### src/design/rmth_pkg.sv
// ----------------------------------------------------------------------------
// rmth_pkg
// Shared constants, types and codes for the two-heap running median block.
// ----------------------------------------------------------------------------
package rmth_pkg;

    localparam int MAX_COUNT  = 1024;
    localparam int SAMPLE_W   = 32;
    localparam int MED_W      = SAMPLE_W + 1;
    localparam int CNT_W      = $clog2(MAX_COUNT + 1);
    // Two spare slots beyond half the store cover the transient extra element before a rebalance.
    localparam int HEAP_DEPTH = MAX_COUNT / 2 + 2;
    localparam int IDX_W      = $clog2(HEAP_DEPTH);

    typedef enum logic [3:0] {
        ST_IDLE,
        ST_DECIDE,
        ST_PU_START,
        ST_PU_RD,
        ST_PU_STEP,
        ST_AFTER_PUSH,
        ST_PO_LAST,
        ST_PO_RDL,
        ST_PO_RDR,
        ST_PO_STEP,
        ST_PO_FIN,
        ST_MOVE,
        ST_RESULT
    } ctl_state_t;

    typedef enum logic [3:0] {
        DP_NOP,
        DP_LOAD_SAMPLE,
        DP_PUSH_START,
        DP_PUSH_READ,
        DP_PUSH_STEP,
        DP_POP_START,
        DP_POP_LAST,
        DP_POP_READ_L,
        DP_POP_READ_R,
        DP_POP_STEP,
        DP_POP_FINISH,
        DP_MOVE,
        DP_RESULT
    } dp_op_t;

    typedef struct packed {
        dp_op_t op;
        logic   heap_up;   // 1 selects the upper (min) heap
        logic   drop;      // result reports a discarded sample
    } dp_cmd_t;

    typedef struct packed {
        logic full;
        logic go_upper;
        logic idx_zero;
        logic push_stop;
        logic no_child;
        logic pop_stop;
        logic up_heavy;
        logic lo_heavy;
    } dp_stat_t;

endpackage

### src/design/rmth_ctrl.sv
// ----------------------------------------------------------------------------
// rmth_ctrl
// Sequencer for insert, rebalance and result hand-off.
// ----------------------------------------------------------------------------
module rmth_ctrl (
    input  logic                     clk,
    input  logic                     rst_n,
    input  logic                     in_valid,
    output logic                     in_ready,
    output logic                     out_valid,
    input  logic                     out_ready,
    output rmth_pkg::dp_cmd_t        cmd,
    input  rmth_pkg::dp_stat_t       stat
);

    rmth_pkg::ctl_state_t state_reg, state_next;
    logic sel_reg, sel_next;
    logic second_reg, second_next;
    logic drop_reg, drop_next;
    logic out_valid_reg, out_valid_next;

    // State and flag registers.
    always_ff @(posedge clk or negedge rst_n)
    begin
        if (!rst_n)
        begin
            state_reg     <= rmth_pkg::ST_IDLE;
            sel_reg       <= 1'b0;
            second_reg    <= 1'b0;
            drop_reg      <= 1'b0;
            out_valid_reg <= 1'b0;
        end
        else
        begin
            state_reg     <= state_next;
            sel_reg       <= sel_next;
            second_reg    <= second_next;
            drop_reg      <= drop_next;
            out_valid_reg <= out_valid_next;
        end
    end

    // Next state and datapath commands.
    always_comb
    begin
        state_next     = state_reg;
        sel_next       = sel_reg;
        second_next    = second_reg;
        drop_next      = drop_reg;
        out_valid_next = out_valid_reg && !out_ready;
        in_ready       = 1'b0;
        cmd.op         = rmth_pkg::DP_NOP;
        cmd.heap_up    = sel_reg;
        cmd.drop       = drop_reg;
        unique case (state_reg)
            rmth_pkg::ST_IDLE:
            begin
                in_ready = 1'b1;
                if (in_valid)
                begin
                    cmd.op      = rmth_pkg::DP_LOAD_SAMPLE;
                    second_next = 1'b0;
                    state_next  = rmth_pkg::ST_DECIDE;
                end
            end
            rmth_pkg::ST_DECIDE:
            begin
                drop_next = stat.full;
                sel_next  = stat.go_upper;
                state_next = stat.full ? rmth_pkg::ST_RESULT : rmth_pkg::ST_PU_START;
            end
            rmth_pkg::ST_PU_START:
            begin
                cmd.op     = rmth_pkg::DP_PUSH_START;
                state_next = rmth_pkg::ST_PU_RD;
            end
            rmth_pkg::ST_PU_RD:
            begin
                cmd.op     = rmth_pkg::DP_PUSH_READ;
                state_next = stat.idx_zero ? rmth_pkg::ST_AFTER_PUSH : rmth_pkg::ST_PU_STEP;
            end
            rmth_pkg::ST_PU_STEP:
            begin
                cmd.op     = rmth_pkg::DP_PUSH_STEP;
                state_next = stat.push_stop ? rmth_pkg::ST_AFTER_PUSH : rmth_pkg::ST_PU_RD;
            end
            rmth_pkg::ST_AFTER_PUSH:
            begin
                if (second_reg)
                    state_next = rmth_pkg::ST_RESULT;
                else if (sel_reg ? stat.up_heavy : stat.lo_heavy)
                begin
                    cmd.op     = rmth_pkg::DP_POP_START;
                    state_next = rmth_pkg::ST_PO_LAST;
                end
                else
                    state_next = rmth_pkg::ST_RESULT;
            end
            rmth_pkg::ST_PO_LAST:
            begin
                cmd.op     = rmth_pkg::DP_POP_LAST;
                state_next = rmth_pkg::ST_PO_RDL;
            end
            rmth_pkg::ST_PO_RDL:
            begin
                cmd.op     = rmth_pkg::DP_POP_READ_L;
                state_next = stat.no_child ? rmth_pkg::ST_PO_FIN : rmth_pkg::ST_PO_RDR;
            end
            rmth_pkg::ST_PO_RDR:
            begin
                cmd.op     = rmth_pkg::DP_POP_READ_R;
                state_next = rmth_pkg::ST_PO_STEP;
            end
            rmth_pkg::ST_PO_STEP:
            begin
                cmd.op     = rmth_pkg::DP_POP_STEP;
                state_next = stat.pop_stop ? rmth_pkg::ST_PO_FIN : rmth_pkg::ST_PO_RDL;
            end
            rmth_pkg::ST_PO_FIN:
            begin
                cmd.op     = rmth_pkg::DP_POP_FINISH;
                state_next = rmth_pkg::ST_MOVE;
            end
            rmth_pkg::ST_MOVE:
            begin
                // The popped top moves into the other heap.
                cmd.op      = rmth_pkg::DP_MOVE;
                sel_next    = !sel_reg;
                second_next = 1'b1;
                state_next  = rmth_pkg::ST_PU_START;
            end
            rmth_pkg::ST_RESULT:
            begin
                if (!out_valid_reg || out_ready)
                begin
                    cmd.op         = rmth_pkg::DP_RESULT;
                    out_valid_next = 1'b1;
                    state_next     = rmth_pkg::ST_IDLE;
                end
            end
            default:
            begin
                state_next = rmth_pkg::ST_IDLE;
            end
        endcase
    end

    assign out_valid = out_valid_reg;

endmodule

### config.mk
export PLATFORM = sky130hd
export DESIGN_NAME = rmth_ctrl
export DESIGN_NICKNAME = d
export VERILOG_FILES = /design/src/design/rmth_pkg.sv /design/src/design/rmth_ctrl.sv
export SDC_FILE = /design/constraint.sdc
export NUM_CORES = 1
export LEC_CHECK = 0
export ABC_AREA = 1
export CAP_MARGIN = 20
export CELL_PAD_IN_SITES_DETAIL_PLACEMENT = 1
export CELL_PAD_IN_SITES_GLOBAL_PLACEMENT = 2
export CORE_ASPECT_RATIO = 0.9
export CORE_UTILIZATION = 29
export DETAILED_ROUTE_END_ITERATION = 7
export DONT_BUFFER_PORTS = 1
export PLACE_DENSITY = 0.83
export SLEW_MARGIN = 20
export SYNTH_ARGS = -nofsm -noshare
export SYNTH_HDL_FRONTEND = slang
export SYNTH_SLANG_ARGS = --single-unit
### constraint.sdc
create_clock -name clk -period 1.3 [get_ports clk]
set_input_delay 0.13 -clock clk [delete_from_list [all_inputs] [get_ports clk]]
set_output_delay 0.13 -clock clk [all_outputs]
set_load 0.02 [all_outputs]
==> results.cfg <==
[run_status]
status = complete, but fails checks
violations = setup timing

[clocking]
insertion_delay_ns = 0.28
clkSlewWorstSetupHoldPaths_ns = 0.08
cts_buffers = 3
cts_buffer_depth = 2
cts_max_level = 1
clock_sinks = 8
ctsRootBufferMaster = clkbuf_4
tritoncts = built

[global_routing]
grt_pass1_wl_um = 3860
antenna_found_initial = 0
grt_remaining_overflow = 0
grt_max_degree = 9
grt_pass1_vias = 798
track_usage_pct = 24.1

[timing]
fin_ws_ns = -0.128
worst_pin_slew_ns = 0.448
slew_violations = 0
finalSetupViolCount = 7
fmax_ghz = 0.700
finClkSkew_ns = 0.0240
finalHoldViolCount = 0
layout_min_cycle_time_ns = 1.43
rsz0062_at_grt = yes
slew_headroom_pct = 70.1
holdWs_ns = 0.0544
fin_crit_sh_pct = 110

[floorplanning]
die_height_um = 46.0
start_util_pct = 31.7
dieWidth_um = 50.9
die-area_um2 = 2340
num_rows = 15
core_area_um2 = 1970
io-pin-count = 20

[drt]
avgRoutedWirePerCell_um = 18.4
drt_iter0_drc = 8
antenna_left = 0
viasPerCell = 5.10
drcViolationCount = 0
vias = 806
drt_first_pass_iters = 4
wl_um = 2900

[run]
drv_cap = 0

[worst_setup_path]
crit_type = reg -> out
worst_r2r_path_depth = 8
worstPathRequired_ns = 1.17
cp.arrival_ns = 1.30
crit_path_end_kind = primary output
crit_fanout = 5
start_kind = register

[logic_synthesis]
syn-cell-area_um2 = 624
syn-num-nets = 115
ys.warnings.count = 0
syn_area_per_cell_um2 = 6.06
ys_types = 15
postSynthCellCount = 103
ys_seq_elements = 8
ys_seq_area_share_pct = 32.1

[finish]
largest_register_ffs = 4
syn_to_final_growth_pct = 72.5
drive_gt1_share_pct = 55.6
nNetsFinal = 147
antennaDiodeCount = 0

[pwr]
p_leak_nw = 0.568
report.power.total_mw = 3.02
powerDensity_nw_per_um2 = 2800
ir_worst_vdd_uv = 1120

[placement]
numPortBuffers = 0
routabilityCongestion = 0.830
dpl.hpwl_um = 1450

[hold_path]
whs_path_depth = 3
holdCritPathClass = in -> reg
-- layout make-up --
class	count	area [um2]
Clock buffer	3	22.5
Multi-Input combinational cell	75	482
Timing Repair Buffer	30	267
Inverter	17	71.3
Tap cell	25	31.3
Sequential cell	8	204
Fill cell	260	893
-- worst paths after layout --
path                         startpoint            to  slack [ns]
hold reg to reg              second_reg    second_reg        0.59
setup reg to reg           state_reg[0]  state_reg[2]       -0.02
hold / removal                  stat[7]      drop_reg        0.05
setup / recovery           state_reg[3]        cmd[2]       -0.13
min in group asynchronous         rst_n      drop_reg        0.22
max in group asynchronous         rst_n  state_reg[2]        0.72
-- worst max-delay path: stages (launching register included) --
cell and delay (ns):
dfrtp_2 0.47, nor2_4 0.16, nand2_2 0.09, nor2_4 0.13, nor2_2 0.05, nand2_2 0.12
-- where the power goes --
group          internal [mW]  switching, mW
clock network          0.107          0.116
registers              0.372          0.162
logic                  0.972           1.29
-- layout by cell type (no fill, tap or decap) --
master / n
nand2_1: 21
buf_4: 21
inv_1: 11
nand2_2: 9
nand3_1: 9
buf_6: 7
nand2_4: 6
nor2_4: 6
nor2_1: 6
nor2_2: 5
dfrtp_1: 5
inv_2: 4
clkbuf_4: 3
dfrtp_2: 3
nand3_2: 2
o21ai_1: 2
inv_4: 1
clkinv_4: 1
a21oi_2: 1
nor3_4: 1
o21ai_2: 1
o21ai_0: 1
nand3_4: 1
nor3_2: 1
nor3_1: 1
a21oi_1: 1
nand4_1: 1
dlygate4sd3_1: 1
buf_12: 1
-- repair_timing --
action | CTS | global route
setup buffers | 14 | 10
hold buffers | 1 | 0
hold endpoints to repair | 8 | 0
cloned | 0 | 0
resized for setup | 28 | 30
pin swaps | 11 | 16
setup endpoints to repair | 5 | 10
-- Yosys cell counts, drive strengths merged --
library cell | number | area, um2
a21oi | 2 | 10.0
buf | 3 | 22.5
dfrtp | 8 | 200
inv | 17 | 63.8
nand2 | 36 | 145
nand3 | 12 | 60.1
nand4 | 1 | 6.26
nor2 | 17 | 81.3
nor3 | 3 | 15.0
o21ai | 4 | 20.0
-- per-layer routing --
metal / share of wire, % / track usage (%) / up-vias / wire length, um
li1: - / - / 379 / -
met1: 41 / 28.8 / 394 / 1190
met2: 51 / 41.8 / 24 / 1490
met3: 4.7 / 7.33 / 9 / 137
met4: 2.6 / 6.67 / 0 / 76
met5: 0 / 0 / - / 0
-- stage by stage --
stage	utilization [%]	instance area [um2]	setup TNS, ns	instances	worst slack [ns]
6_report	54.7	1080	-0.316	158	-0.128
5_1_grt	54.7	1080	-0.832	158	-0.204
4_1_cts	45.0	886	-0.163	148	-0.0641
3_5_place_dp	34.0	671	0	130	0.00506
3_3_place_gp	34.0	671	0	130	0.0228
2_1_floorplan	-	624	0	103	0.0146
-- cell families after synthesis --
group                  Yosys count  share of synthesized area (%)
and+or+nand+nor                 69                           49.3
buffers and inverters           20                           13.8
DFF                              8                           32.1
AOI/OAI and AO/OA                6                           4.81
(Power assumes the default switching activity.)
